**config.mk**
```make
export PLATFORM = sky130hd
export DESIGN_NAME = brdu_fifo
export DESIGN_NICKNAME = d
export VERILOG_FILES = /design/src/hdl/brdu_pkg.sv /design/src/hdl/brdu_fifo.sv
export VERILOG_INCLUDE_DIRS = /design/src /design/src/hdl
export SDC_FILE = /design/constraint.sdc
export NUM_CORES = 1
export LEC_CHECK = 0
export BUFFER_PORTS_ARGS = -buffer_cell sky130_fd_sc_hd__clkbuf_2
export CORE_ASPECT_RATIO = 1.4
export CORE_UTILIZATION = 35
export CTS_CLUSTER_DIAMETER = 40
export DETAILED_ROUTE_END_ITERATION = 8
export MAX_ROUTING_LAYER = met4
export PLACE_DENSITY = 0.58
export RECOVER_POWER = 25
export SYNTH_ARGS = -nofsm -noshare
export SYNTH_HDL_FRONTEND = slang
export SYNTH_SLANG_ARGS = --single-unit
```
**constraint.sdc**
```tcl
create_clock -name clk_i -period 19.42 [get_ports clk_i]
set_clock_uncertainty 0.05 [all_clocks]
set_input_delay 0 -clock clk_i [delete_from_list [all_inputs] [get_ports clk_i]]
set_output_delay 0 -clock clk_i [all_outputs]
set_load 0.05 [all_outputs]
```
**src/hdl/assert_macros.svh**
```systemverilog
// assertion macros shared by the direction update rtl
// expects clk_i and rst_ni in the scope of use
`ifndef ASSERT_MACROS_SVH
`define ASSERT_MACROS_SVH
// property checked on every rising clock edge, off while in reset
`define BRDU_ASSERT(lbl, prop, msg) \
  lbl: assert property (@(posedge clk_i) disable iff (!rst_ni) prop) \
    else $error(msg);
// condition that must never be seen
`define BRDU_ASSERT_NEVER(lbl, cond, msg) \
  `BRDU_ASSERT(lbl, !(cond), msg)
`endif

```
**src/hdl/brdu_pkg.sv**
```systemverilog
// package for the biased random direction update block
// types, constants and the arctangent table; no dependencies
`timescale 1ns / 1ps

package brdu_pkg;

  localparam int DIR_FRAC_BITS = 14;
  localparam int CORDIC_STAGES = 16;

  localparam int DIR_W      = 16;
  localparam int TS_W       = 32;
  localparam int PERS_W     = 32;
  localparam int WGT_W      = 17;
  localparam int RAND_W     = 16;
  localparam int CFG_IDX_W  = 1;
  localparam int CFG_DATA_W = 32;

  localparam logic [TS_W-1:0] TIME_STEP_RST = 32'd65536;
  localparam logic            MOT_EN_RST    = 1'b1;

  localparam int FIFO_DEPTH = 2;

  typedef enum logic [CFG_IDX_W-1:0] {
    REG_TIME_STEP       = 1'b0,
    REG_MOTILITY_ENABLE = 1'b1
  } brdu_reg_e;

  typedef struct packed {
    logic                    motile;
    logic [PERS_W-1:0]       persistence;
    logic [WGT_W-1:0]        bias_weight;
    logic signed [DIR_W-1:0] bias_x;
    logic signed [DIR_W-1:0] bias_y;
    logic signed [DIR_W-1:0] bias_z;
    logic signed [DIR_W-1:0] old_dir_x;
    logic signed [DIR_W-1:0] old_dir_y;
    logic signed [DIR_W-1:0] old_dir_z;
    logic [RAND_W-1:0]       rand_event;
    logic [RAND_W-1:0]       rand_theta;
    logic [RAND_W-1:0]       rand_polar;
  } brdu_in_t;

  typedef struct packed {
    logic signed [DIR_W-1:0] new_dir_x;
    logic signed [DIR_W-1:0] new_dir_y;
    logic signed [DIR_W-1:0] new_dir_z;
    logic                    turned;
  } brdu_out_t;

  // classified transaction handed from front to back
  typedef struct packed {
    logic     turn;
    brdu_in_t item;
  } brdu_task_t;

  // arctangent of 2^-i in q2.30, truncated
  function automatic logic [31:0] atan_q30(input int i);
    logic [31:0] r;
    case (i)
      0:  r = 32'd843314856;
      1:  r = 32'd497837829;
      2:  r = 32'd263043836;
      3:  r = 32'd133525158;
      4:  r = 32'd67021686;
      5:  r = 32'd33543515;
      6:  r = 32'd16775850;
      7:  r = 32'd8388437;
      8:  r = 32'd4194282;
      9:  r = 32'd2097149;
      10: r = 32'd1048575;
      11: r = 32'd524287;
      12: r = 32'd262143;
      13: r = 32'd131071;
      14: r = 32'd65535;
      15: r = 32'd32767;
      16: r = 32'd16383;
      17: r = 32'd8191;
      18: r = 32'd4095;
      19: r = 32'd2047;
      20: r = 32'd1023;
      21: r = 32'd511;
      22: r = 32'd255;
      23: r = 32'd127;
      24: r = 32'd63;
      25: r = 32'd31;
      26: r = 32'd15;
      27: r = 32'd7;
      28: r = 32'd3;
      29: r = 32'd1;
      default: r = 32'd0;
    endcase
    return r;
  endfunction

endpackage

```
**src/hdl/brdu_fifo.sv**
```systemverilog
// short queue of classified transactions between front and back
// depends on brdu_pkg and assert_macros.svh
`timescale 1ns / 1ps
`include "assert_macros.svh"

module brdu_fifo import brdu_pkg::*; (
  input  logic       clk_i,
  input  logic       rst_ni,
  input  logic       push_i,
  input  brdu_task_t data_i,
  output logic       full_o,
  input  logic       pop_i,
  output brdu_task_t data_o,
  output logic       vld_o
);

  localparam int PTR_W = (FIFO_DEPTH > 1) ? $clog2(FIFO_DEPTH) : 1;
  localparam int CNT_W = $clog2(FIFO_DEPTH + 1);
  localparam logic [PTR_W-1:0] LAST = PTR_W'(FIFO_DEPTH - 1);

  brdu_task_t       mem_q [FIFO_DEPTH];
  logic [PTR_W-1:0] wr_ptr_q, wr_ptr_d;
  logic [PTR_W-1:0] rd_ptr_q, rd_ptr_d;
  logic [CNT_W-1:0] cnt_q, cnt_d;
  logic             do_push, do_pop;

  assign full_o  = (cnt_q == CNT_W'(FIFO_DEPTH));
  assign vld_o   = (cnt_q != '0);
  assign data_o  = mem_q[rd_ptr_q];
  assign do_push = push_i && !full_o;
  assign do_pop  = pop_i && vld_o;

  always_comb begin
    wr_ptr_d = wr_ptr_q;
    rd_ptr_d = rd_ptr_q;
    cnt_d    = cnt_q;
    if (do_push) begin
      wr_ptr_d = (wr_ptr_q == LAST) ? '0 : wr_ptr_q + 1'b1;
    end
    if (do_pop) begin
      rd_ptr_d = (rd_ptr_q == LAST) ? '0 : rd_ptr_q + 1'b1;
    end
    if (do_push && !do_pop) begin
      cnt_d = cnt_q + 1'b1;
    end else if (do_pop && !do_push) begin
      cnt_d = cnt_q - 1'b1;
    end
  end

  always_ff @(posedge clk_i or negedge rst_ni) begin
    if (!rst_ni) begin
      wr_ptr_q <= '0;
      rd_ptr_q <= '0;
      cnt_q    <= '0;
    end else begin
      wr_ptr_q <= wr_ptr_d;
      rd_ptr_q <= rd_ptr_d;
      cnt_q    <= cnt_d;
    end
  end

  always_ff @(posedge clk_i) begin
    if (do_push) begin
      mem_q[wr_ptr_q] <= data_i;
    end
  end

  `BRDU_ASSERT(a_no_overflow, push_i |-> !full_o, "push into a full queue")
  `BRDU_ASSERT(a_no_underflow, pop_i |-> vld_o, "pop from an empty queue")

endmodule

```
==> results_dict.tcl <==
set metrics [dict create \
    hp-class "input port to flip-flop" \
    powerDensity_mw_per_mm2 172 \
    period_share_pct 19.1 \
    dr.pass1.iters 4 \
    peakVddDrop_mv 0.141 \
    p_total_w 0.00356 \
    cp_slowest_stage_delay_ns 0.82 \
    wl_um 33300 \
    cts_buffer_depth 3 \
    rsz0062_at_grt "no" \
    startpoint_type "flip-flop" \
    r2r_cells 5 \
    yosysTopAreaCell "edfxtp_1" \
    finalWeightedCongestion 0.791 \
    viasPerCell 4.41 \
    yosys-top-cells-area "edfxtp_1, mux2_4, mux2_2" \
    drtIter0Drc 314 \
    cts_num_sinks 394 \
    dp_hpwl_um 21800 \
    dieHeight_um 246 \
    critical_path.max_fanout 55 \
    numCtsBuffers 42 \
    r2r_slack_ns 16.49 \
    crit_end "data_o[179]" \
    synth_cells 626 \
    antenna_found_initial 4 \
    rows 88 \
    syn-num-nets 826 \
    die_x_um 176 \
    first_global_vias 8896 \
    clockRootBuffer "clkbuf_16" \
    crit_path_top_delay_cell "buf_4" \
    final_nets 1450 \
    clock.fmax_mhz 270 \
    syn_to_final_growth_pct 39.9 \
    dieArea_sq_mm 0.0433 \
    fin_setup_tns_ns 0 \
    p_leak_nw 8.11 \
    ys_warn_count 0 \
    maxSlewViolCount 0 \
    htree_num_levels 2 \
    arrival_ns 3.65 \
    postSynthAreaPerCell_sq_um 23.7 \
    maxCapViolations 0 \
    design.core.area_sq_mm 0.0415 \
    synth-seq-cells 394 \
    clk_latency_ns 0.54 \
    cts_tree "yes" \
    synth_seq_area_share_pct 79.6 \
    antenna_left 0 \
    synth_cell_types 15 \
    critPathLaunch "rd_ptr_q$_DFFE_PN0P_" \
    place_ws_ns 16.24 \
    status "finished clean" \
    rr_startpoint "cnt_q[0]$_DFFE_PN0P_" \
    busiest_layer "met2" \
    start_util_pct 35.8 \
    worstMarginPinSlew_ns 1.16 \
    period_minus_slack_ns 3.70 \
    ctsResizeCount 0 \
    drc_errors 0 \
    critical_path_required_ns 19.37 \
    cp_common_cell "buf_4" \
    final_util_pct 50.0 \
    path_cells "buf_4, buf_4, mux2_2, clkbuf_2" \
    finalWorstSetupSlack_ns 15.72 \
    io_pins 396 \
    portBuffers 395 \
    grtUsageMet1_pct 15.4 \
    grt_overflow_total 0 \
    hold_violations 0 \
    detail_route.wl_per_cell_um 18.2 \
    finalSetupViolCount 0 \
    syn-cell-area_sq_mm 0.0148 \
    relSlewSlack_pct 22.6 \
    grt_use_met2_pct 28.6 \
    drive_gt1_share_pct 46.6 \
    r2r-end "mem_q[0][25]$_DFFE_PP_" \
    cp-end-kind "output pin" \
    grt_max_degree 73 \
    via_count 8065 \
    critical_path_class "flip-flop to output pin" \
    grt_pass1_wl_um 49500 \
    netlist.area_leader.share_pct 78.9 \
    grtUsageTotal_pct 15.6 \
    clkTransAtPathRegs_ns 0.06 \
    use_met3_pct 3.34 \
]
==> Yosys cell counts (all sizes together) <==
cell / instances
edfxtp: 390
mux2: 195
buf: 22
dfrtp: 4
xnor2: 3
inv: 2
nand2: 2
nor2: 2
xor2: 2
and3: 1
ha: 1
nand2b: 1
or2: 1
==> per-stage QoR <==
stage                     std cells  hold WS [ns]  area (sq um)
after floorplan                 626        -0.346         14800
after global placement         1547        -0.233         17400
after detailed placement       1547        -0.232         17400
after CTS                      1822         0.101         20900
after global routing           1826         0.117         20800
final                          1827         0.142         20800
==> layout make-up <==
cell class,count,area [sq um]
Clock inverter,24,325
Antenna cell,5,12.5
Multi-Input combinational cell,208,2820
Inverter,2,7.51
Fill cell,3476,20700
Timing Repair Buffer,602,3930
Clock buffer,52,1180
Sequential cell,394,11800
Tap cell,540,676
==> report_power, final <==
group | internal, W | total, W | switching, W
Sequential | 0.00117 | 0.00123 | 0.0000616
Clock | 0.000528 | 0.000854 | 0.000326
Combinational | 0.000449 | 0.00148 | 0.00103
Total | 0.00214 | 0.00356 | 0.00142
==> worst min-delay path by stage <==
stage | startpoint | endpoint | slack (ns) | depth (start not counted)
after floorplan | rst_ni | cnt_q[0]$_DFFE_PN0P_ | -0.35 | 0
after global placement | rst_ni | wr_ptr_q$_DFFE_PN0N_ | -0.23 | 1
after detailed placement | rst_ni | wr_ptr_q$_DFFE_PN0N_ | -0.23 | 1
after CTS | data_i[167] | mem_q[0][167]$_DFFE_PP_ | 0.10 | 2
after global routing | data_i[20] | mem_q[0][20]$_DFFE_PP_ | 0.12 | 2
final | data_i[85] | mem_q[1][85]$_DFFE_PP_ | 0.14 | 2
==> worst max-delay path: cells and delay by family (launching register included) <==
kind     cells  cell delay [ns]
mux          1             0.42
flops        1             0.77
buf+inv      3             1.82
==> what timing repair did <==
item / 4_1_cts / 5_1_grt
endpoints found under the setup margin: 0 / 0
hold endpoints to repair: 398 / 0
hold buffers: 199 / 0
buffers inserted: 0 / 0
==> per-layer routing <==
metal,wire length [um],up-vias,share of wire [%]
met2,18800,250,56
met3,1750,83,5.2
met4,1250,0,3.7
met5,0,-,0
met1,11500,3980,35
li1,-,3752,-
==> kinds of logic after synthesis <==
| group | Yosys count | synth area share, % |
|---|---|---|
| mux | 195 | 18.3 |
| buf+inv | 24 | 1.51 |
| simple gates | 7 | 0.228 |
| fa+ha+maj | 1 | 0.0843 |
| xor+xnor | 5 | 0.295 |
| flops | 394 | 79.6 |
==> sequential cells by signal (all words and copies together) (netlist names) <==
register,count
mem_q,390
cnt_q,2
rd_ptr_q,1
wr_ptr_q,1
==> layout by cell type, fill, tap and decap left out, types with 5 or more instances in the layout <==
master         instances
clkinv_2              10
bufinv_16              7
edfxtp_1             390
clkbuf_2             318
clkbuf_1              80
dlygate4sd3_1        199
buf_4                  8
clkbuf_16             45
diode_2                5
mux2_4               140
mux2_2                55
(Power assumes the default switching activity.)
