### src/hdl/assert_macros.svh
// assertion macros shared by the direction update rtl
// expects clk_i and rst_ni in the scope of use
`ifndef ASSERT_MACROS_SVH
`define ASSERT_MACROS_SVH
// property checked on every rising clock edge, off while in reset
`define BRDU_ASSERT(lbl, prop, msg) \
  lbl: assert property (@(posedge clk_i) disable iff (!rst_ni) prop) \
    else $error(msg);
// condition that must never be seen
`define BRDU_ASSERT_NEVER(lbl, cond, msg) \
  `BRDU_ASSERT(lbl, !(cond), msg)
`endif

### src/hdl/brdu_pkg.sv
// package for the biased random direction update block
// types, constants and the arctangent table; no dependencies
`timescale 1ns / 1ps

package brdu_pkg;

  localparam int DIR_FRAC_BITS = 14;
  localparam int CORDIC_STAGES = 16;

  localparam int DIR_W      = 16;
  localparam int TS_W       = 32;
  localparam int PERS_W     = 32;
  localparam int WGT_W      = 17;
  localparam int RAND_W     = 16;
  localparam int CFG_IDX_W  = 1;
  localparam int CFG_DATA_W = 32;

  localparam logic [TS_W-1:0] TIME_STEP_RST = 32'd65536;
  localparam logic            MOT_EN_RST    = 1'b1;

  localparam int FIFO_DEPTH = 2;

  typedef enum logic [CFG_IDX_W-1:0] {
    REG_TIME_STEP       = 1'b0,
    REG_MOTILITY_ENABLE = 1'b1
  } brdu_reg_e;

  typedef struct packed {
    logic                    motile;
    logic [PERS_W-1:0]       persistence;
    logic [WGT_W-1:0]        bias_weight;
    logic signed [DIR_W-1:0] bias_x;
    logic signed [DIR_W-1:0] bias_y;
    logic signed [DIR_W-1:0] bias_z;
    logic signed [DIR_W-1:0] old_dir_x;
    logic signed [DIR_W-1:0] old_dir_y;
    logic signed [DIR_W-1:0] old_dir_z;
    logic [RAND_W-1:0]       rand_event;
    logic [RAND_W-1:0]       rand_theta;
    logic [RAND_W-1:0]       rand_polar;
  } brdu_in_t;

  typedef struct packed {
    logic signed [DIR_W-1:0] new_dir_x;
    logic signed [DIR_W-1:0] new_dir_y;
    logic signed [DIR_W-1:0] new_dir_z;
    logic                    turned;
  } brdu_out_t;

  // classified transaction handed from front to back
  typedef struct packed {
    logic     turn;
    brdu_in_t item;
  } brdu_task_t;

  // arctangent of 2^-i in q2.30, truncated
  function automatic logic [31:0] atan_q30(input int i);
    logic [31:0] r;
    case (i)
      0:  r = 32'd843314856;
      1:  r = 32'd497837829;
      2:  r = 32'd263043836;
      3:  r = 32'd133525158;
      4:  r = 32'd67021686;
      5:  r = 32'd33543515;
      6:  r = 32'd16775850;
      7:  r = 32'd8388437;
      8:  r = 32'd4194282;
      9:  r = 32'd2097149;
      10: r = 32'd1048575;
      11: r = 32'd524287;
      12: r = 32'd262143;
      13: r = 32'd131071;
      14: r = 32'd65535;
      15: r = 32'd32767;
      16: r = 32'd16383;
      17: r = 32'd8191;
      18: r = 32'd4095;
      19: r = 32'd2047;
      20: r = 32'd1023;
      21: r = 32'd511;
      22: r = 32'd255;
      23: r = 32'd127;
      24: r = 32'd63;
      25: r = 32'd31;
      26: r = 32'd15;
      27: r = 32'd7;
      28: r = 32'd3;
      29: r = 32'd1;
      default: r = 32'd0;
    endcase
    return r;
  endfunction

endpackage

### src/hdl/brdu_front.sv
// front end: config registers, transaction accept and turn decision
// depends on brdu_pkg
`timescale 1ns / 1ps

module brdu_front import brdu_pkg::*; (
  input  logic                  clk_i,
  input  logic                  rst_ni,
  input  logic                  start_i,
  output logic                  busy_o,
  input  brdu_in_t              in_i,
  input  logic                  cfg_we_i,
  input  logic [CFG_IDX_W-1:0]  cfg_idx_i,
  input  logic [CFG_DATA_W-1:0] cfg_data_i,
  output brdu_task_t            task_o,
  output logic                  task_vld_o,
  input  logic                  task_rdy_i
);

  logic [TS_W-1:0] time_step_q;
  logic            mot_en_q;
  logic            vld_q, vld_d;
  brdu_task_t      task_q;
  logic [PERS_W+RAND_W-1:0] prod;
  logic [PERS_W+RAND_W-1:0] limit;
  logic            ready;
  logic            accept;
  logic            turn;

  always_ff @(posedge clk_i or negedge rst_ni) begin
    if (!rst_ni) begin
      time_step_q <= TIME_STEP_RST;
      mot_en_q    <= MOT_EN_RST;
    end else if (cfg_we_i) begin
      case (brdu_reg_e'(cfg_idx_i))
        REG_TIME_STEP:       time_step_q <= cfg_data_i[TS_W-1:0];
        REG_MOTILITY_ENABLE: mot_en_q    <= cfg_data_i[0];
        default: ;
      endcase
    end
  end

  assign prod  = (PERS_W+RAND_W)'(in_i.rand_event) * (PERS_W+RAND_W)'(in_i.persistence);
  assign limit = {time_step_q, {RAND_W{1'b0}}};
  assign turn  = mot_en_q && in_i.motile && (in_i.persistence != '0) && (prod < limit);

  assign ready  = !vld_q || task_rdy_i;
  assign accept = start_i && ready;
  assign busy_o = !ready;

  always_comb begin
    vld_d = vld_q;
    if (accept) begin
      vld_d = 1'b1;
    end else if (task_rdy_i) begin
      vld_d = 1'b0;
    end
  end

  always_ff @(posedge clk_i or negedge rst_ni) begin
    if (!rst_ni) begin
      vld_q <= 1'b0;
    end else begin
      vld_q <= vld_d;
    end
  end

  always_ff @(posedge clk_i) begin
    if (accept) begin
      task_q <= '{turn: turn, item: in_i};
    end
  end

  assign task_o     = task_q;
  assign task_vld_o = vld_q;

endmodule

### config.mk
export PLATFORM = sky130hd
export DESIGN_NAME = brdu_front
export DESIGN_NICKNAME = d
export VERILOG_FILES = /design/src/hdl/assert_macros.svh /design/src/hdl/brdu_pkg.sv /design/src/hdl/brdu_front.sv
export SDC_FILE = /design/constraint.sdc
export NUM_CORES = 1
export LEC_CHECK = 0
export BUFFER_PORTS_ARGS = -buffer_cell sky130_fd_sc_hd__buf_2
export CAP_MARGIN = 10
export CORE_MARGIN = 5
export CORE_UTILIZATION = 44
export CTS_CLUSTER_DIAMETER = 40
export CTS_CLUSTER_SIZE = 8
export DETAILED_ROUTE_END_ITERATION = 16
export GPL_ROUTABILITY_DRIVEN = 0
export MAX_ROUTING_LAYER = met4
export PLACE_DENSITY = 0.66
export SETUP_SLACK_MARGIN = 0.4
export SLEW_MARGIN = 10
export SYNTH_ARGS = -nofsm -noshare
export SYNTH_HDL_FRONTEND = slang
export SYNTH_SLANG_ARGS = --single-unit
### constraint.sdc
create_clock -name clk_i -period 15.35 [get_ports clk_i]
set_input_delay 2.3025 -clock clk_i [delete_from_list [all_inputs] [get_ports clk_i]]
set_output_delay 2.3025 -clock clk_i [all_outputs]
set_load 0.01 [all_outputs]
==> impl_metrics.ini <==
[critical_path]
critical_path.max_fanout = 33
cp_slowest_cell = sky130_fd_sc_hd__buf_2
crit_type = in2reg
rr_worst_depth = 3
worst-endpoint-required_ns = 15.73
crit_arrival_ns = 9.94
crit_path_end_kind = flip-flop
worst_path_largest_cell_delay_ns = 0.59
sort_of_element_at_the_start_of_the_critical_path = input port
critical_path.most_common_cell = sky130_fd_sc_hd__fa_1

[sta]
final-max-slew-violation-count = 0
max_freq_mhz = 104.6
timing_hold_violations_final = 0
fin_skew_ns = 0.03023
hold_ws_ns = 0.5207
rsz_0062_raised_after_global_routing = no
max-slew-margin-rel = 0.2478
fin_crit_ns = 9.561
min_period_over_period = 0.6228
setup_viol_count_final = 0
timing.setup.tns_ns = 0
transition_time_at_the_pin_with_the_least_slew_margin_ns = 1.126

[clock_tree]
clock_tree_from_tritoncts = done
cts_post_setup_buffers_inserted = 0
cts_max_level = 2
worstSkewPairLatency_ns = 0.57
clk_pin_slew_ns = 0.04
cts_root_buf = sky130_fd_sc_hd__clkbuf_16
postCtsResizedCells = 0
tritoncts_num_sinks = 229
cts_buffers = 39
clock_tree.buffer_depth = 3
number_of_buffers_inserted_by_hold_repair_at_cts = 0

[global_route]
global_route_wire_length_before_repair_um = 107900
grt-ovfl-total = 0
grt_antenna_before_repair = 6
pin_count_of_the_biggest_net_entering_global_routing = 176
first_global_vias = 19160
track_usage = 0.2395

[floorplanning]
pin_count = 429
die_width_um = 242.3
fp.coreArea_um2 = 53600
rows = 85
fp.dieH_um = 242.3
floorplan.initialDensity = 0.4430
die-area_um2 = 58720

[logic_synthesis]
yosys_warnings = 0
post_synthesis_cell_area_um2 = 23750
yosysSeqAreaShare = 0.2825
synth-simple-area-share = 0.1302
synth_compound_area_frac = 0.04874
largest_family_of_logic_cells_by_synthesized_area = adder cells
synth_flop_type = sky130_fd_sc_hd__edfxtp_1
synth_nets = 3078
postSynthCellCount = 2281
distinct_cells_synth = 56
synth-async-reset-ratio = 0.1485
synth-xor-area-share = 0.01217
post_synth.cell_area_avg_um2 = 10.41
yosys_register_bits = 229
synth_mux_area_frac = 0.0004742
synth_edf_count = 195
post_synth_fa_ha_maj_area_fraction = 0.4295

[drt]
postRouteAntennaNets = 0
post-route-drc-count = 0
drt_pre_antenna_iters = 5
routed_wire_length_per_instance_um = 20.24
avgViaCountPerCell = 5.165
first_iter_violations = 973
routed-via-count = 17360
routed_wl_um = 68020

[cells_and_area]
post_route_cells_drive_above_1_share = 0.1849
mostFrequentLayoutCells = 503 x sky130_fd_sc_hd__inv_1, 428 x sky130_fd_sc_hd__buf_2, 417 x sky130_fd_sc_hd__fa_1
layout.nets = 3443
mostFrequentLayoutCell = sky130_fd_sc_hd__inv_1
footprint_of_the_multi_input_gates_um2 = 14760
fill_cells = 4816
register_area_um2 = 6709
layout-area-overhead-vs-synth_pct = 16.45

[run_status]
status = finished clean

[flow_run]
drv.max_cap_violation_count = 0

[placement]
place.port_buffers = 428
sum_of_net_half_perimeters_after_detailed_placement_um = 53100

[min_path]
worst_hold_path.num_cells = 2
worst_hold_path_type = reg2reg
Yosys cell counts, types with 8 or more instances:
master	number	area, µm²
sky130_fd_sc_hd__fa_1	417	8348
sky130_fd_sc_hd__inv_1	503	1888
sky130_fd_sc_hd__nand2_1	392	1471
sky130_fd_sc_hd__xor2_1	17	148.9
sky130_fd_sc_hd__nor2_1	17	63.81
sky130_fd_sc_hd__and2_1	180	1126
sky130_fd_sc_hd__ha_1	148	1852
sky130_fd_sc_hd__clkbuf_1	107	401.6
sky130_fd_sc_hd__edfxtp_1	195	5856
sky130_fd_sc_hd__a21o_1	34	255.2
sky130_fd_sc_hd__o21ai_0	57	285.3
sky130_fd_sc_hd__xnor2_1	16	140.1
sky130_fd_sc_hd__nor3_1	13	65.06
sky130_fd_sc_hd__a21oi_1	47	235.2
sky130_fd_sc_hd__nor4_1	8	50.05
sky130_fd_sc_hd__dfrtp_1	32	800.8
sky130_fd_sc_hd__nand4_1	18	112.6
per-layer routing:
| metal | part of all wire | wire (µm) | GRT usage |
|---|---|---|---|
| met4 | 0.033 | 2218 | 0.07805 |
| met2 | 0.50 | 34020 | 0.3978 |
| met1 | 0.38 | 26010 | 0.2903 |
| met3 | 0.085 | 5769 | 0.05803 |
| met5 | 0 | 0 | - |
critical path, delay by kind of cell:
| kind | cells | cell delay, ns |
|---|---|---|
| AND/OR/NAND/NOR | 6 | 0.84 |
| adder cells (fa/ha/maj) | 8 | 3.75 |
| XOR/XNOR | 1 | 0.16 |
| AO/OA/AOI/OAI | 9 | 2.08 |
| buffers and inverters | 4 | 0.76 |
metrics by stage:
step | std cells | cell area [µm²] | setup WS (ns) | util
after floorplan | 2281 | 23750 | 6.114 | -
after global placement | 3301 | 26400 | 5.354 | 0.4926
after detailed placement | 3301 | 26400 | 5.305 | 0.4926
after CTS | 3357 | 27650 | 5.843 | 0.5158
after global routing | 3361 | 27660 | 5.486 | 0.5159
final | 3361 | 27660 | 5.789 | 0.5159
area by class of cell:
| cell class | count | share of cell area |
|---|---|---|
| sequential | 229 | 0.2426 |
| inverter | 503 | 0.06827 |
| antenna | 4 | 0.0003619 |
| multi-input combinational | 1442 | 0.5337 |
| clock buffer | 42 | 0.03570 |
| clock inverter | 14 | 0.009184 |
| tap | 696 | 0.03149 |
| timing repair buffer | 431 | 0.07872 |
path summary, 6_finish.rpt:
kind / start / end / slack (ns)
worst max-delay path: in_i[33] / task_o[194] / 5.79
worst min-delay path: time_step_q[16] / time_step_q[16] / 0.52
worst max register to register: task_vld_o / task_o[90] / 13.18
worst min register to register: time_step_q[16] / time_step_q[16] / 0.52
max in group asynchronous: rst_ni / time_step_q[6] / 13.02
min in group asynchronous: rst_ni / time_step_q[31] / 1.82
cells by family after synthesis:
| group | Yosys count |
|---|---|
| multiplexers | 1 |
| AO/OA/AOI/OAI | 185 |
| flip-flops | 229 |
| XOR/XNOR | 33 |
| adder cells (fa/ha/maj) | 565 |
| buffers and inverters | 610 |
| AND/OR/NAND/NOR | 658 |
flip-flops by register name, summed over array words and instances (netlist names):
| name | cells |
|---|---|
| mot_en_q | 1 |
| task_o | 195 |
| task_vld_o | 1 |
| time_step_q | 32 |
Power is left out: the tool's default activity adds up to more than one toggle a clock period on the data nets, which glitch-free logic cannot reach.
